File: src/hdl/jse_pkg.sv
// Shared types, codes and byte-generation functions for the JSON string escaper.
// No dependencies; imported by jse_front, jse_queue, jse_back and json_string_escape.
package jse_pkg;

  localparam int QUEUE_DEPTH = 4;

  localparam logic [20:0] CP_MAX   = 21'h10FFFF;
  localparam logic [20:0] CP_PLANE = 21'h010000;

  // Escape kinds, decided by the front end
  localparam logic [2:0] K_FLAG  = 3'd0;  // bad input, flagged result, one 00 byte
  localparam logic [2:0] K_PAIR  = 3'd1;  // backslash + one char
  localparam logic [2:0] K_RAW   = 3'd2;  // one raw byte
  localparam logic [2:0] K_UTF2  = 3'd3;
  localparam logic [2:0] K_UTF3  = 3'd4;
  localparam logic [2:0] K_UTF4  = 3'd5;
  localparam logic [2:0] K_UESC  = 3'd6;  // \uXXXX
  localparam logic [2:0] K_USURR = 3'd7;  // \uXXXX\uXXXX surrogate pair

  localparam logic [7:0] CH_QUOTE  = 8'h22;
  localparam logic [7:0] CH_BSLASH = 8'h5C;
  localparam logic [7:0] CH_ZERO   = 8'h30;
  localparam logic [7:0] CH_A      = 8'h61;
  localparam logic [7:0] CH_B      = 8'h62;
  localparam logic [7:0] CH_F      = 8'h66;
  localparam logic [7:0] CH_N      = 8'h6E;
  localparam logic [7:0] CH_R      = 8'h72;
  localparam logic [7:0] CH_T      = 8'h74;
  localparam logic [7:0] CH_U      = 8'h75;

  localparam logic [7:0] C_BS  = 8'h08;
  localparam logic [7:0] C_TAB = 8'h09;
  localparam logic [7:0] C_LF  = 8'h0A;
  localparam logic [7:0] C_FF  = 8'h0C;
  localparam logic [7:0] C_CR  = 8'h0D;

  typedef struct packed {
    logic [2:0]  kind;
    logic [20:0] data;  // code point, escape char, or offset above the BMP
  } jse_desc_t;

  function automatic logic [7:0] jse_hex(logic [3:0] nib);
    logic [7:0] b;
    if (nib < 4'd10) b = CH_ZERO + {4'b0, nib};
    else b = CH_A + {4'b0, nib} - 8'd10;
    return b;
  endfunction

  function automatic logic [3:0] jse_count(logic [2:0] kind);
    logic [3:0] n;
    case (kind)
      K_FLAG:  n = 4'd1;
      K_PAIR:  n = 4'd2;
      K_RAW:   n = 4'd1;
      K_UTF2:  n = 4'd2;
      K_UTF3:  n = 4'd3;
      K_UTF4:  n = 4'd4;
      K_UESC:  n = 4'd6;
      default: n = 4'd12;
    endcase
    return n;
  endfunction

  function automatic logic [7:0] jse_byte(jse_desc_t d, logic [3:0] idx);
    logic [15:0] unit;
    logic [3:0]  pos;
    logic [7:0]  b;
    unit = d.data[15:0];
    pos  = idx;
    if (d.kind == K_USURR) begin
      if (idx < 4'd6) begin
        unit = {6'b110110, d.data[19:10]};
      end else begin
        unit = {6'b110111, d.data[9:0]};
        pos  = idx - 4'd6;
      end
    end
    case (d.kind)
      K_FLAG: b = 8'h00;
      K_PAIR: b = (idx == 4'd0) ? CH_BSLASH : d.data[7:0];
      K_RAW:  b = d.data[7:0];
      K_UTF2: b = (idx == 4'd0) ? {3'b110, d.data[10:6]} : {2'b10, d.data[5:0]};
      K_UTF3: begin
        case (idx)
          4'd0:    b = {4'b1110, d.data[15:12]};
          4'd1:    b = {2'b10, d.data[11:6]};
          default: b = {2'b10, d.data[5:0]};
        endcase
      end
      K_UTF4: begin
        case (idx)
          4'd0:    b = {5'b11110, d.data[20:18]};
          4'd1:    b = {2'b10, d.data[17:12]};
          4'd2:    b = {2'b10, d.data[11:6]};
          default: b = {2'b10, d.data[5:0]};
        endcase
      end
      default: begin
        case (pos)
          4'd0:    b = CH_BSLASH;
          4'd1:    b = CH_U;
          4'd2:    b = jse_hex(unit[15:12]);
          4'd3:    b = jse_hex(unit[11:8]);
          4'd4:    b = jse_hex(unit[7:4]);
          default: b = jse_hex(unit[3:0]);
        endcase
      end
    endcase
    return b;
  endfunction

endpackage

File: src/hdl/jse_front.sv
// Front end: classifies one code point into an escape descriptor.
// Depends on jse_pkg.
module jse_front (
  input  logic               mode,
  input  logic [20:0]        code_point,
  output jse_pkg::jse_desc_t desc
);
  import jse_pkg::*;

  logic        is_surr;
  logic [20:0] plane_off;

  assign is_surr   = (code_point[20:11] == 10'h01B);
  assign plane_off = code_point - CP_PLANE;

  always_comb begin
    desc.kind = K_RAW;
    desc.data = code_point;
    if (code_point > CP_MAX || (mode && is_surr)) begin
      desc.kind = K_FLAG;
    end else begin
      case (code_point)
        {13'b0, CH_QUOTE}: begin
          desc.kind = K_PAIR;
          desc.data = {13'b0, CH_QUOTE};
        end
        {13'b0, CH_BSLASH}: begin
          desc.kind = K_PAIR;
          desc.data = {13'b0, CH_BSLASH};
        end
        {13'b0, C_BS}: begin
          desc.kind = K_PAIR;
          desc.data = {13'b0, CH_B};
        end
        {13'b0, C_FF}: begin
          desc.kind = K_PAIR;
          desc.data = {13'b0, CH_F};
        end
        {13'b0, C_TAB}: begin
          desc.kind = K_PAIR;
          desc.data = {13'b0, CH_T};
        end
        {13'b0, C_CR}: begin
          desc.kind = K_PAIR;
          desc.data = {13'b0, CH_R};
        end
        {13'b0, C_LF}: begin
          desc.kind = K_PAIR;
          desc.data = {13'b0, CH_N};
        end
        default: begin
          if (code_point < 21'h20) desc.kind = K_UESC;
          else if (code_point < 21'h80) desc.kind = K_RAW;
          else if (!mode) begin
            if (code_point < 21'h800) desc.kind = K_UTF2;
            else if (code_point < CP_PLANE) desc.kind = K_UTF3;
            else desc.kind = K_UTF4;
          end else if (code_point < CP_PLANE) begin
            desc.kind = K_UESC;
          end else begin
            desc.kind = K_USURR;
            desc.data = plane_off;
          end
        end
      endcase
    end
  end

endmodule

File: src/hdl/jse_queue.sv
// Small descriptor FIFO between the front end and the byte sequencer.
// Depends on jse_pkg.
module jse_queue #(
  parameter int DEPTH = jse_pkg::QUEUE_DEPTH
) (
  input  logic               clk,
  input  logic               rst,
  input  logic               wr_en,
  input  jse_pkg::jse_desc_t wr_desc,
  input  logic               rd_en,
  output jse_pkg::jse_desc_t head,
  output logic               nonempty,
  output logic               full
);
  import jse_pkg::*;

  localparam int PW = (DEPTH > 1) ? $clog2(DEPTH) : 1;
  localparam int CW = $clog2(DEPTH + 1);

  jse_desc_t        store [DEPTH];
  logic [PW-1:0]    wr_ptr;
  logic [PW-1:0]    rd_ptr;
  logic [CW-1:0]    cnt;

  assign nonempty = (cnt != '0);
  assign full     = (cnt == CW'(DEPTH));
  assign head     = store[rd_ptr];

  always_ff @(posedge clk) begin
    if (wr_en) store[wr_ptr] <= wr_desc;
  end

  always_ff @(posedge clk) begin
    if (rst) begin
      wr_ptr <= '0;
      rd_ptr <= '0;
      cnt    <= '0;
    end else begin
      if (wr_en) wr_ptr <= (wr_ptr == PW'(DEPTH - 1)) ? '0 : wr_ptr + 1'b1;
      if (rd_en) rd_ptr <= (rd_ptr == PW'(DEPTH - 1)) ? '0 : rd_ptr + 1'b1;
      if (wr_en && !rd_en) cnt <= cnt + 1'b1;
      else if (rd_en && !wr_en) cnt <= cnt - 1'b1;
    end
  end

endmodule

File: src/hdl/jse_back.sv
// Back end: walks the head descriptor one byte per unstalled cycle into the output register.
// Depends on jse_pkg.
module jse_back (
  input  logic               clk,
  input  logic               rst,
  input  jse_pkg::jse_desc_t head,
  input  logic               head_valid,
  output logic               head_pop,
  output logic               out_valid,
  input  logic               out_pop,
  output logic [7:0]         out_byte,
  output logic               last_byte,
  output logic               bad_char
);
  import jse_pkg::*;

  logic [3:0] idx;
  logic       out_free;
  logic       take;
  logic       is_last;

  assign out_free = !out_valid || out_pop;
  assign take     = head_valid && out_free;
  assign is_last  = (idx == jse_count(head.kind) - 4'd1);
  assign head_pop = take && is_last;

  always_ff @(posedge clk) begin
    if (rst) begin
      out_valid <= 1'b0;
      idx       <= '0;
    end else if (take) begin
      out_valid <= 1'b1;
      idx       <= is_last ? 4'd0 : idx + 4'd1;
    end else if (out_pop) begin
      out_valid <= 1'b0;
    end
  end

  always_ff @(posedge clk) begin
    if (take) begin
      out_byte  <= jse_byte(head, idx);
      last_byte <= is_last;
      bad_char  <= (head.kind == K_FLAG);
    end
  end

endmodule

File: src/hdl/json_string_escape.sv
// Top level of the JSON string escaper: front end, descriptor queue, byte sequencer.
// Depends on jse_pkg, jse_front, jse_queue, jse_back.
//
// Takes one code point per push and delivers its JSON-escaped text one byte per pop,
// with last_byte on the final byte of each code point. Code points are accepted one per
// cycle while the descriptor queue (QDEPTH entries) has room; bytes leave at one per
// cycle while pop is asserted. A code point gives 1 output byte for plain characters,
// 2 to 4 for short escapes and UTF-8, 6 for \uXXXX and 12 for a surrogate pair.
// The byte sequencer's single output register sets the byte rate. Write
// encoding_mode only while no transfer is in flight.
module json_string_escape #(
  parameter int QDEPTH = jse_pkg::QUEUE_DEPTH
) (
  input  logic        clk,
  input  logic        rst,
  input  logic        push,
  output logic        full,
  input  logic [20:0] code_point,
  output logic        empty,
  input  logic        pop,
  output logic [7:0]  out_byte,
  output logic        last_byte,
  output logic        bad_char,
  input  logic        cfg_valid,
  output logic        cfg_ready,
  input  logic        cfg_data
);
  import jse_pkg::*;

  logic      encoding_mode;
  jse_desc_t front_desc;
  jse_desc_t head;
  logic      head_valid;
  logic      head_pop;
  logic      out_valid;

  assign cfg_ready = 1'b1;
  assign empty     = !out_valid;

  always_ff @(posedge clk) begin
    if (rst) encoding_mode <= 1'b0;
    else if (cfg_valid && cfg_ready) encoding_mode <= cfg_data;
  end

  jse_front u_front (
    .mode       (encoding_mode),
    .code_point (code_point),
    .desc       (front_desc)
  );

  jse_queue #(.DEPTH(QDEPTH)) u_queue (
    .clk      (clk),
    .rst      (rst),
    .wr_en    (push && !full),
    .wr_desc  (front_desc),
    .rd_en    (head_pop),
    .head     (head),
    .nonempty (head_valid),
    .full     (full)
  );

  jse_back u_back (
    .clk        (clk),
    .rst        (rst),
    .head       (head),
    .head_valid (head_valid),
    .head_pop   (head_pop),
    .out_valid  (out_valid),
    .out_pop    (pop),
    .out_byte   (out_byte),
    .last_byte  (last_byte),
    .bad_char   (bad_char)
  );

endmodule

File: config.mk
export PLATFORM = sky130hd
export DESIGN_NAME = json_string_escape
export DESIGN_NICKNAME = d
export VERILOG_FILES = /design/src/hdl/jse_pkg.sv /design/src/hdl/jse_front.sv /design/src/hdl/jse_queue.sv /design/src/hdl/jse_back.sv /design/src/hdl/json_string_escape.sv
export SDC_FILE = /design/constraint.sdc
export NUM_CORES = 1
export LEC_CHECK = 0
export BUFFER_PORTS_ARGS = -buffer_cell sky130_fd_sc_hd__buf_2
export CORE_ASPECT_RATIO = 2
export CORE_UTILIZATION = 35
export CTS_CLUSTER_DIAMETER = 60
export CTS_CLUSTER_SIZE = 20
export DETAILED_ROUTE_END_ITERATION = 10
export PLACE_DENSITY = 0.5
export SLEW_MARGIN = 20
export SYNTH_ARGS = -nofsm -noshare
export SYNTH_HDL_FRONTEND = slang
export SYNTH_HIERARCHICAL = 1
export SYNTH_SLANG_ARGS = --single-unit
File: constraint.sdc
create_clock -name clk -period 9.37 [get_ports clk]
set_input_delay 0.4685 -clock clk [delete_from_list [all_inputs] [get_ports clk]]
set_output_delay 0.4685 -clock clk [all_outputs]
set_load 0.1 [all_outputs]
==> results.yml <==
detailed_routing:
  viasPerCell: 5.79
  via_count: 5109
  wire_per_inst_um: 21.7
  drc_errors: 0
  dr.pass1.iters: 6
  finalWirelength_um: 19200
  drt-initial-drc-count: 269
  postRouteAntennaNets: 0
critical_path:
  path_class: "flop to flop"
  cp_data_arrival_time_ns: 4.93
  cp_max_fo: 24
  reg2reg_slack_ns: 4.79
  cp-end-kind: "flop"
  r2r_cells: 15
  crit_buf_inv: 3
  r2r_end: "u_queue/cnt[2]"
  cp_slowest_cell: "mux4_1"
  crit_chain: "buf_4, mux4_1, ha_1, xnor2_1, or4_1, a22o_1, a21o_1, nor2_1, inv_1, ha_1, inv_1, fa_1, xor2_1, or3_1, a21oi_1"
  crit_family: "multiplexers"
  crit_required_ns: 9.72
  worst_path_largest_cell_delay_ns: 1.03
  critPathLaunchType: "flop"
place:
  hpwlAfterDp_um: 14100
  placedCellCount: 851
  placed_cell_area_um2: 7260
  gp_congestion: 0.888
  io_buffer_count: 38
sta:
  hold_violations: 0
  period_share_pct: 48.9
  maxSlewViolCount: 0
  setup-tns-final_ns: 0
  relSlewSlack_pct: 41.3
  rsz0062_at_grt: "no"
  fin_crit_ns: 4.58
  max_freq_mhz: 218
  setup_viol: 0
  worst_pin_slew_ns: 0.881
  fin_worst_skew_ns: 0.00780
clock_tree:
  cts_tree: "built"
  clk_latency_ns: 0.42
  postCtsSetupRepairBufs: 0
  clk_path_buf_depth: 2
  clock_tree.root_cell: "clkbuf_16"
  cts.reportedPaths.clkPinSlew_ns: 0.06
  cts_buffers: 17
  cts_max_level: 4
  post_cts_resized: 0
  hold_buffers: 0
  cts.sinks: 121
finish:
  postLayoutCoreUtil_pct: 40.6
  final-seq-area_um2: 3480
  drive_above_1_share_pct: 17.6
  area_growth_syn_to_layout_pct: 13.6
  antennaDiodeCount: 0
  fin_nets: 656
  design_area_um2: 7870
  fill_cells: 1839
  finalNonFillerCells: 883
  multi_input_area_um2: 3120
yosys:
  yosysSeqAreaShare_pct: 50.3
  synth_top_area_share_pct: 46.0
  synth_compound_area_share_pct: 14.9
  synthMuxAreaShare_pct: 10.8
  yosys_warnings: 6
  async_reset_ff_share_pct: 0
  syn-instance-count: 591
  synth_area_leaders: "edfxtp_1, mux4_2, dfxtp_1, ha_1, a21oi_1"
  syn_nets: 636
  synthSimpleGateAreaFrac_pct: 14.5
  synthFlopType: "edfxtp_1"
  ys_types: 80
  yosysTopAreaCell: "edfxtp_1"
  synth_xor_area_share_pct: 1.48
  syn-cell-area_um2: 6920
  synth_edf_count: 106
  synth_top_family_by_area: "compound AO/OA/AOI/OAI gates"
  ys_ff_latch: 121
  synth_fa_ha_area_share_pct: 3.36
  syn_avg_cell_area_um2: 11.7
floorplan:
  dieWidth_um: 101
  die-area_um2: 20400
  die_h_um: 201
  io_pins: 40
  fp-row-count: 72
  core_um2: 19400
  start_util_pct: 35.7
grt:
  grt_pass1_wl_um: 29600
  grt_max_degree: 31
  grt_pass1_vias: 5188
  overflow: 0
  antenna_found_initial: 0
  track_usage_pct: 20.1
min_path:
  hold_end: "encoding_mode"
  min-delay-start: "cfg_data"
  hp-class: "input port to flop"
  whs_path_depth: 3
run:
  max_cap_violations: 0
status:
  status: "finished clean"
pwr:
  leakage_nw: 2.72
  p_total_mw: 2.44
  peakVddDrop_v: 0.000150
  p_per_area_nw_per_um2: 311
logic make-up (layout without fill, tap and decap cells):
group,after synthesis,count (layout)
AOI/OAI and AO/OA,151,151
muxes,43,43
and+or+nand+nor,182,182
xor gates and xnor gates,10,10
buffers and inverters,65,98
adders and majority gates,18,18
other,1,1
DFF,121,121
per-layer routing:
metal	vias up	global-route usage [%]	routed length [um]
met5	-	0	0
li1	2346	-	-
met1	2544	19.6	6610
met2	169	37.0	10700
met3	50	3.20	651
met4	0	14.4	1250
tightest hold or removal path: cells and delay by family:
kind                   cells  cell delay, ns
AND/OR/NAND/NOR            1            0.08
buffers and inverters      1            0.07
multiplexers               1            0.05
registers in the layout, summed over array words and instances (netlist names), named ones only:
register / count
u_queue/store: 96
u_back/out_byte: 8
u_back/idx: 4
u_queue/cnt: 3
u_queue/rd_ptr: 2
u_queue/wr_ptr: 2
encoding_mode: 1
u_back/bad_char: 1
u_back/last_byte: 1
u_back/out_valid: 1
per-stage QoR:
stage,hold slack [ns],setup WS [ns]
after floorplan,0.455,5.12
after CTS,0.288,4.75
after detailed placement,0.497,4.76
final,0.306,4.79
after global routing,0.300,4.37
after global placement,0.486,4.87
power breakdown:
| group | switching, mW | internal, mW | total, mW |
|---|---|---|---|
| Sequential | 0.0457 | 0.699 | 0.745 |
| Combinational | 0.725 | 0.300 | 1.03 |
| Clock | 0.231 | 0.443 | 0.675 |
worst max-delay path by stage:
stage | cells past startpoint | slack [ns] | endpoint | startpoint
6_report | 15 | 4.79 | u_queue/cnt[2] | flop
3_3_place_gp | 15 | 4.87 | u_queue/cnt[2] | flop
4_1_cts | 15 | 4.75 | u_queue/cnt[2] | flop
2_1_floorplan | 8 | 5.12 | u_queue/cnt[2] | u_queue/cnt[0]
5_1_grt | 15 | 4.37 | u_queue/cnt[2] | flop
3_5_place_dp | 15 | 4.76 | u_queue/cnt[2] | flop
final cells by class:
cell class	count	area share, %
clock inverters	12	2.20
repair buffers	47	3.28
flip-flops and latches	121	44.3
well taps	259	4.12
inverters	19	0.907
multi-input cells	405	39.7
clock buffers	20	5.55
cells in the final DEF (no fill, tap or decap), types with 16 or more instances in the layout:
cell,count
mux2i_1,16
ha_1,17
o21ai_0,30
buf_2,38
a21oi_1,32
inv_1,18
nor2_1,42
mux4_2,20
nand2_1,31
clkbuf_16,17
nand3_1,16
edfxtp_1,106
Yosys cell counts, drive strengths merged (12+ instances only):
library cell and instances:
dfxtp 15, nand3 17, clkbuf 35, nand2b 15, ha 17, inv 18, mux2i 16, edfxtp 106
nor2 42, a21oi 33, mux4 24, nand2 31, o21ai 30, nor3 12
(Power assumes the default switching activity.)
